File: src/design/u2a_pkg.sv
// ----------------------------------------------------------------------------
// u2a_pkg
// Shared types, constants and helpers for the unsigned to ASCII radix unit.
// ----------------------------------------------------------------------------
package u2a_pkg;

    // Digit store limits.
    localparam int MAX_DIGITS_DEF = 16;
    localparam int RESULT_LIMIT   = 16;

    // Field widths.
    localparam int FUNC_W  = 2;
    localparam int VALUE_W = 64;
    localparam int CHAR_W  = 8;
    localparam int TOTAL_W = 32;

    // Conversion modes.
    localparam logic [FUNC_W-1:0] MODE_DEC     = 2'd0;
    localparam logic [FUNC_W-1:0] MODE_LHEX    = 2'd1;
    localparam logic [FUNC_W-1:0] MODE_UHEX    = 2'd2;
    localparam logic [FUNC_W-1:0] MODE_LHEX64  = 2'd3;

    // floor(v * RECIP10 / 2^35) equals v / 10 for every 32-bit v.
    localparam logic [31:0] RECIP10       = 32'hCCCC_CCCD;
    localparam int          RECIP10_SHIFT = 35;

    localparam logic [7:0] ASCII_ZERO    = 8'h30;
    localparam logic [7:0] ASCII_LOWER_A = 8'h61;
    localparam logic [7:0] ASCII_UPPER_A = 8'h41;

    // Commands from the controller to the datapath.
    typedef struct packed {
        logic load;   // capture a new request
        logic gen;    // produce one digit into the store
        logic emit;   // stream digits out of the store
    } t_cmd;

    // Status from the datapath to the controller.
    typedef struct packed {
        logic gen_done;   // the digit produced this cycle is the final one
        logic emit_done;  // the final digit moved into the output register
    } t_status;

    function automatic logic [7:0] digit_to_ascii(input logic [3:0] d, input logic upper);
        logic [7:0] base;
        base = upper ? ASCII_UPPER_A : ASCII_LOWER_A;
        if (d < 4'd10)
            return ASCII_ZERO + {4'b0000, d};
        else
            return base + {4'b0000, d - 4'd10};
    endfunction

endpackage

File: src/design/u2a_ctrl.sv
// ----------------------------------------------------------------------------
// u2a_ctrl
// Controller state machine: accept, digit generation and digit streaming.
// ----------------------------------------------------------------------------
module u2a_ctrl (
    input  logic            i_clk,
    input  logic            i_rst_n,
    input  logic            i_req_valid,
    output logic            o_req_ready,
    input  u2a_pkg::t_status i_status,
    output u2a_pkg::t_cmd    o_cmd
);
    import u2a_pkg::*;

    localparam logic [1:0] ST_IDLE = 2'd0;
    localparam logic [1:0] ST_GEN  = 2'd1;
    localparam logic [1:0] ST_EMIT = 2'd2;

    logic [1:0] r_state;
    logic [1:0] n_state;

    always_comb begin
        n_state = r_state;
        o_cmd   = '0;
        unique case (r_state)
            ST_IDLE: begin
                if (i_req_valid) begin
                    o_cmd.load = 1'b1;
                    n_state    = ST_GEN;
                end
            end
            ST_GEN: begin
                o_cmd.gen = 1'b1;
                if (i_status.gen_done) begin
                    n_state = ST_EMIT;
                end
            end
            ST_EMIT: begin
                o_cmd.emit = 1'b1;
                if (i_status.emit_done) begin
                    n_state = ST_IDLE;
                end
            end
            default: begin
                n_state = ST_IDLE;
            end
        endcase
    end

    assign o_req_ready = (r_state == ST_IDLE);

    always_ff @(posedge i_clk) begin
        if (!i_rst_n) begin
            r_state <= ST_IDLE;
        end else begin
            r_state <= n_state;
        end
    end

endmodule

File: src/design/u2a_dpath.sv
// ----------------------------------------------------------------------------
// u2a_dpath
// Datapath: digit extraction, digit store, character counter, output register.
// ----------------------------------------------------------------------------
module u2a_dpath #(
    parameter int MAX_DIGITS = u2a_pkg::MAX_DIGITS_DEF
) (
    input  logic                          i_clk,
    input  logic                          i_rst_n,
    input  u2a_pkg::t_cmd                 i_cmd,
    output u2a_pkg::t_status              o_status,
    input  logic [u2a_pkg::FUNC_W-1:0]    i_func,
    input  logic [u2a_pkg::VALUE_W-1:0]   i_value,
    output logic                          o_out_valid,
    input  logic                          i_out_ready,
    output logic [u2a_pkg::CHAR_W-1:0]    o_char,
    output logic                          o_last,
    output logic [u2a_pkg::TOTAL_W-1:0]   o_total
);
    import u2a_pkg::*;

    localparam int DEPTH = (MAX_DIGITS > RESULT_LIMIT) ? RESULT_LIMIT : MAX_DIGITS;
    localparam int IDX_W = $clog2(DEPTH);
    localparam int CNT_W = $clog2(DEPTH + 1);

    // Digit store.
    logic [3:0] r_mem [DEPTH];

    // Conversion registers.
    logic [VALUE_W-1:0] r_val;
    logic [63:0]        r_prod;
    logic               r_dec;
    logic               r_upper;
    logic [CNT_W-1:0]   r_wcnt;

    // Read side.
    logic [IDX_W-1:0]   r_rd_ptr;
    logic [CNT_W-1:0]   r_rd_left;
    logic [3:0]         r_rd_data;
    logic               r_rd_last;
    logic               r_rd_vld;

    // Output side.
    logic               r_out_vld;
    logic [CHAR_W-1:0]  r_out_char;
    logic               r_out_last;
    logic [TOTAL_W-1:0] r_out_cnt;
    logic [TOTAL_W-1:0] r_count;
    logic [TOTAL_W-1:0] n_count;

    logic [VALUE_W-1:0] q_next;
    logic [VALUE_W-1:0] load_val;
    logic [3:0]         q10_lo;
    logic [3:0]         digit;
    logic [31:0]        mul_in;
    logic [63:0]        mul_prod;
    logic               gen_done;
    logic               load_out;
    logic               issue;

    // Quotient in decimal mode sits in the upper bits of the registered product.
    assign q10_lo = {r_prod[RECIP10_SHIFT], 3'b000} + {r_prod[RECIP10_SHIFT+2:RECIP10_SHIFT], 1'b0};
    assign q_next = r_dec ? {{RECIP10_SHIFT{1'b0}}, r_prod[63:RECIP10_SHIFT]}
                          : {4'b0000, r_val[VALUE_W-1:4]};
    assign digit  = r_dec ? (r_val[3:0] - q10_lo) : r_val[3:0];

    assign load_val = (i_func == MODE_LHEX64) ? i_value : {32'b0, i_value[31:0]};
    assign mul_in   = i_cmd.load ? i_value[31:0] : q_next[31:0];
    assign mul_prod = {32'b0, mul_in} * {32'b0, RECIP10};

    assign gen_done = (q_next == '0) || (r_wcnt == CNT_W'(DEPTH - 1));

    assign load_out = r_rd_vld && (!r_out_vld || i_out_ready);
    assign issue    = i_cmd.emit && (r_rd_left != '0) && (!r_rd_vld || load_out);
    assign n_count  = (r_count == '1) ? r_count : r_count + TOTAL_W'(1);

    assign o_status.gen_done  = i_cmd.gen && gen_done;
    assign o_status.emit_done = load_out && r_rd_last;

    always_ff @(posedge i_clk) begin
        if (i_cmd.load) begin
            r_val   <= load_val;
            r_prod  <= mul_prod;
            r_dec   <= (i_func == MODE_DEC);
            r_upper <= (i_func == MODE_UHEX);
        end else if (i_cmd.gen) begin
            r_mem[r_wcnt[IDX_W-1:0]] <= digit;
            r_val  <= q_next;
            r_prod <= mul_prod;
        end
        if (issue) begin
            r_rd_data <= r_mem[r_rd_ptr];
            r_rd_last <= (r_rd_left == CNT_W'(1));
        end
        if (load_out) begin
            r_out_char <= digit_to_ascii(r_rd_data, r_upper);
            r_out_last <= r_rd_last;
            r_out_cnt  <= n_count;
        end
    end

    always_ff @(posedge i_clk) begin
        if (!i_rst_n) begin
            r_wcnt    <= '0;
            r_rd_ptr  <= '0;
            r_rd_left <= '0;
            r_rd_vld  <= 1'b0;
            r_out_vld <= 1'b0;
            r_count   <= '0;
        end else begin
            if (i_cmd.load) begin
                r_wcnt <= '0;
            end else if (i_cmd.gen) begin
                r_wcnt <= r_wcnt + CNT_W'(1);
                if (gen_done) begin
                    r_rd_ptr  <= r_wcnt[IDX_W-1:0];
                    r_rd_left <= r_wcnt + CNT_W'(1);
                end
            end else if (issue) begin
                r_rd_ptr  <= r_rd_ptr - IDX_W'(1);
                r_rd_left <= r_rd_left - CNT_W'(1);
            end

            if (issue) begin
                r_rd_vld <= 1'b1;
            end else if (load_out) begin
                r_rd_vld <= 1'b0;
            end

            if (load_out) begin
                r_out_vld <= 1'b1;
                r_count   <= n_count;
            end else if (i_out_ready) begin
                r_out_vld <= 1'b0;
            end
        end
    end

    assign o_out_valid = r_out_vld;
    assign o_char      = r_out_char;
    assign o_last      = r_out_last;
    assign o_total     = r_out_cnt;

endmodule

File: src/design/unsigned_to_ascii_radix_unit.sv
// ----------------------------------------------------------------------------
// unsigned_to_ascii_radix_unit
// Converts an unsigned number to its ASCII decimal or hex digits, MSB first.
// ----------------------------------------------------------------------------
// Sequence: each request passes through capture, generation of its n digits
//   (n is 1 to MAX_DIGITS, at most 16), one read stage, then streaming at one
//   character a cycle while the sink accepts. A new request is taken once the
//   last character has entered the output register.
// Reset: synchronous, active low; clears the controller, the valid flags and
//   the running character count. The digit store is not cleared.
module unsigned_to_ascii_radix_unit #(
    parameter int MAX_DIGITS = u2a_pkg::MAX_DIGITS_DEF
) (
    input  logic        i_clk,
    input  logic        i_rst_n,
    // Request side.
    input  logic        s_axis_tvalid,
    output logic        s_axis_tready,
    input  logic [63:0] s_axis_tdata,   // [63:0] value
    input  logic [1:0]  s_axis_tuser,   // [1:0] func
    // Character side.
    output logic        m_axis_tvalid,
    input  logic        m_axis_tready,
    output logic [39:0] m_axis_tdata,   // [7:0] character, [39:8] total_count
    output logic        m_axis_tlast    // last digit of the number
);
    import u2a_pkg::*;

    t_cmd               cmd;
    t_status            status;
    logic [CHAR_W-1:0]  out_char;
    logic [TOTAL_W-1:0] out_total;

    // The controller sequences each request through three phases: capture,
    // digit generation (least significant digit first, into the digit store)
    // and streaming (store read back in reverse order). A request is taken
    // only in the idle phase, but the last character of the previous number
    // may still sit in the output register waiting for the sink.
    u2a_ctrl u_ctrl (
        .i_clk       (i_clk),
        .i_rst_n     (i_rst_n),
        .i_req_valid (s_axis_tvalid),
        .o_req_ready (s_axis_tready),
        .i_status    (status),
        .o_cmd       (cmd)
    );

    // The datapath holds the working value, the reciprocal multiplier used for
    // the decimal divide by ten, the digit store, a one-entry read stage and
    // the output register with the saturating character counter.
    u2a_dpath #(
        .MAX_DIGITS (MAX_DIGITS)
    ) u_dpath (
        .i_clk       (i_clk),
        .i_rst_n     (i_rst_n),
        .i_cmd       (cmd),
        .o_status    (status),
        .i_func      (s_axis_tuser),
        .i_value     (s_axis_tdata),
        .o_out_valid (m_axis_tvalid),
        .i_out_ready (m_axis_tready),
        .o_char      (out_char),
        .o_last      (m_axis_tlast),
        .o_total     (out_total)
    );

    // Character in the low byte, running count above it.
    assign m_axis_tdata = {out_total, out_char};

endmodule

File: config.mk
export PLATFORM = sky130hd
export DESIGN_NAME = unsigned_to_ascii_radix_unit
export DESIGN_NICKNAME = d
export VERILOG_FILES = /design/src/design/u2a_pkg.sv /design/src/design/u2a_ctrl.sv /design/src/design/u2a_dpath.sv /design/src/design/unsigned_to_ascii_radix_unit.sv
export SDC_FILE = /design/constraint.sdc
export NUM_CORES = 2
export LEC_CHECK = 0
export BUFFER_PORTS_ARGS = -buffer_cell sky130_fd_sc_hd__clkbuf_2
export CORE_MARGIN = 2
export CORE_UTILIZATION = 45
export CTS_BUF_LIST = sky130_fd_sc_hd__clkbuf_4 sky130_fd_sc_hd__clkbuf_8
export DETAILED_ROUTE_END_ITERATION = 16
export PLACE_DENSITY = 0.57
export SYNTH_ARGS = -nofsm -noshare
export SYNTH_HDL_FRONTEND = slang
export SYNTH_SLANG_ARGS = --single-unit
File: constraint.sdc
create_clock -name i_clk -period 14.5 [get_ports i_clk]
set_clock_uncertainty 0.15 [all_clocks]
set_input_delay 2.9 -clock i_clk [delete_from_list [all_inputs] [get_ports i_clk]]
set_output_delay 2.9 -clock i_clk [all_outputs]
set_load 0.01 [all_outputs]
==> results.sh <==
export IMPL_syn_mean_instance_area_sq_um=10.8
export IMPL_cts_htree_levels=2
export IMPL_worst_pin_slew_ns=1.29
export IMPL_dieWidth_microns=255
export IMPL_cts_hold_buf=0
export IMPL_crit_required_ns=14.66
export IMPL_hold_viol_final=0
export IMPL_hold_class="reg -> reg"
export IMPL_clk_pin_slew_ns=0.06
export IMPL_ys_flop_type="edfxtp_1"
export IMPL_gp_congestion=1.02
export IMPL_synth_edff_count=204
export IMPL_io_pins=113
export IMPL_drt_pass1_iter_count=5
export IMPL_final_nets=3550
export IMPL_grt_max_degree=79
export IMPL_area_delta_synth_final_pct=8.19
export IMPL_async_flop_share_pct=0
export IMPL_yosys_cell_types_count=79
export IMPL_grt_overflow_total=0
export IMPL_clock_path_buffers=3
export IMPL_rows=91
export IMPL_drive_above_1_share_pct=9.18
export IMPL_netlist_area_sq_um=28300
export IMPL_yosysWarnings=0
export IMPL_num_vias=19500
export IMPL_drt_iter0_drc=1153
export IMPL_die_area_sq_um=65000
export IMPL_vias_per_cell=5.41
export IMPL_dieHeight_microns=255
export IMPL_worstSetupPathType="in -> reg"
export IMPL_grt_total_usage_pct=27.9
export IMPL_start_util_pct=45.8
export IMPL_post_route_period_util_pct=83.6
export IMPL_drv_cap=0
export IMPL_antenna_found_initial=9
export IMPL_cts_tree="built"
export IMPL_root_buffer="clkbuf_8"
export IMPL_coreArea_sq_um=61900
export IMPL_setup_tns_ns=0
export IMPL_rsz0062_at_grt="no"
export IMPL_hpwlAfterDp_mm=75.6
export IMPL_ys_seq_area_share_pct=25.1
export IMPL_ys_ff_latch=254
export IMPL_synth_cells=2630
export IMPL_fmax_ghz=0.0825
export IMPL_portBuffers=111
export IMPL_clk_latency_ns=0.58
export IMPL_path_max_fanout=39
export IMPL_syn_num_nets=3441
export IMPL_wl_per_cell_microns=24.2
export IMPL_status="complete, no violations"
export IMPL_ctsResizeCount=0
export IMPL_final_max_slew_viol_count=0
export IMPL_end_kind="register"
export IMPL_post_cts_buffers=0
export IMPL_cts_buffers=40
export IMPL_clock_sinks=254
export IMPL_wl_mm=87.3
export IMPL_layout_min_cycle_time_ns=12.12
export IMPL_grt_pass1_vias=20900
export IMPL_grt_pass1_wl_mm=132
export IMPL_drc=0
export IMPL_setup_violations=0
export IMPL_relSlewSlack_pct=13.3
export IMPL_postRouteAntennaNets=0
export IMPL_critPathLaunchType="primary input"
export IMPL_critPathArrivalTime_ns=12.28
Yosys cell counts, types with 26 or more instances:
master	instances	area (sq um)
a21o_1	52	390
edfxtp_1	204	6130
clkbuf_1	51	191
xor2_1	52	455
xnor2_1	96	841
and2_1	47	294
o21ai_0	76	380
a21oi_1	86	430
nand2_1	125	469
mux2i_1	31	310
ha_1	355	4440
a22o_1	28	245
nand4_1	33	206
dfxtp_1	50	1000
fa_1	386	7730
inv_1	575	2160
nor3_1	26	130
nand3_1	40	200
nor2_1	76	285
per-stage QoR:
step / worst slack [ns] / instance area, sq um / util, % / cells / hold slack [ns]
after floorplan: 3.17 / 28300 / - / 2630 / 0.277
after global placement: 2.05 / 29900 / 48.2 / 3534 / 0.311
after detailed placement: 1.87 / 29900 / 48.2 / 3534 / 0.324
after CTS: 2.42 / 30600 / 49.5 / 3605 / 0.283
after global routing: 1.93 / 30700 / 49.5 / 3606 / 0.303
final: 2.38 / 30700 / 49.5 / 3608 / 0.303
state kept, by name, summed over array words and instances, names as in the netlist, 2 cells and up:
signal	count
u_dpath.r_wcnt	5
u_dpath.r_rd_data	4
u_dpath.o_total	32
u_dpath.r_rd_ptr	4
u_dpath.r_rd_left	5
u_dpath.r_val	62
u_dpath.r_count	32
u_ctrl.r_state	2
u_dpath.o_char	7
u_dpath.r_prod	31
u_dpath.r_mem	64
kinds of logic after synthesis:
family,Yosys count,synth area share [%]
fa+ha+maj,741,42.9
buf+inv,645,8.60
simple gates,449,8.09
compound gates,338,7.83
flops,254,25.1
xor+xnor,148,4.57
mux,54,2.80
other cells,1,0.0132
worst max-delay path, cell delays in order:
cell and delay (ns):
clkbuf_2 0.08, or3b_4 0.43, inv_2 0.42, buf_4 0.45, o21ai_0 0.54, ha_1 0.66, inv_1 0.13, fa_1 0.50
inv_1 0.05, fa_1 0.50, inv_1 0.06, fa_1 0.50, inv_1 0.06, fa_1 0.57, fa_1 0.46, fa_1 0.53
fa_1 0.42, ha_1 0.42, nand2_1 0.17, nor3_1 0.38, o211ai_1 0.18, a31o_2 0.28, o22ai_1 0.66, a21oi_1 0.24
o21ai_0 0.35, a221oi_1 0.15, xnor2_1 0.16
area by class of cell:
type / instances / area, sq um
well taps: 837 / 1050
flip-flops and latches: 254 / 7130
fillers: 5756 / 31300
diodes: 3 / 7.51
repair buffers: 136 / 743
clock buffers: 60 / 719
multi-input cells: 1731 / 18800
clock inverters: 11 / 63.8
inverters: 576 / 2160
layer usage:
| metal | wire length (microns) | global-route usage [%] |
|---|---|---|
| met4 | 4090 | 11.9 |
| met1 | 36200 | 35.9 |
| met3 | 5010 | 3.65 |
| met5 | 45 | 0 |
| met2 | 42000 | 47.4 |
cells in the final DEF (no fill, tap or decap), types with 28 or more instances in the layout:
| cell | synthesis | routed |
|---|---|---|
| clkbuf_8 | 0 | 43 |
| nand4_1 | 33 | 33 |
| and2_1 | 47 | 47 |
| nand2_1 | 125 | 124 |
| a21o_1 | 52 | 52 |
| ha_1 | 355 | 355 |
| fa_1 | 386 | 386 |
| a21oi_1 | 86 | 86 |
| dfxtp_1 | 50 | 50 |
| nand3_1 | 40 | 40 |
| nor2_1 | 76 | 75 |
| xnor2_1 | 96 | 96 |
| mux2i_1 | 31 | 30 |
| a22o_1 | 28 | 28 |
| clkbuf_2 | 0 | 111 |
| o21ai_0 | 76 | 76 |
| xor2_1 | 52 | 52 |
| edfxtp_1 | 204 | 204 |
| inv_1 | 575 | 574 |
final timing paths:
check	start	to	slack, ns	cells after the start
min reg2reg	u_dpath.r_rd_last	u_dpath.o_last	0.30	0
min	u_dpath.r_rd_last	u_dpath.o_last	0.30	0
max reg2reg	u_ctrl.r_state[0]	u_dpath.r_prod[57]	4.43	26
max	s_axis_tvalid	u_dpath.r_prod[57]	2.38	27
Power is left out: the tool's default activity adds up to more than one toggle a clock period on the data nets, which glitch-free logic cannot reach.
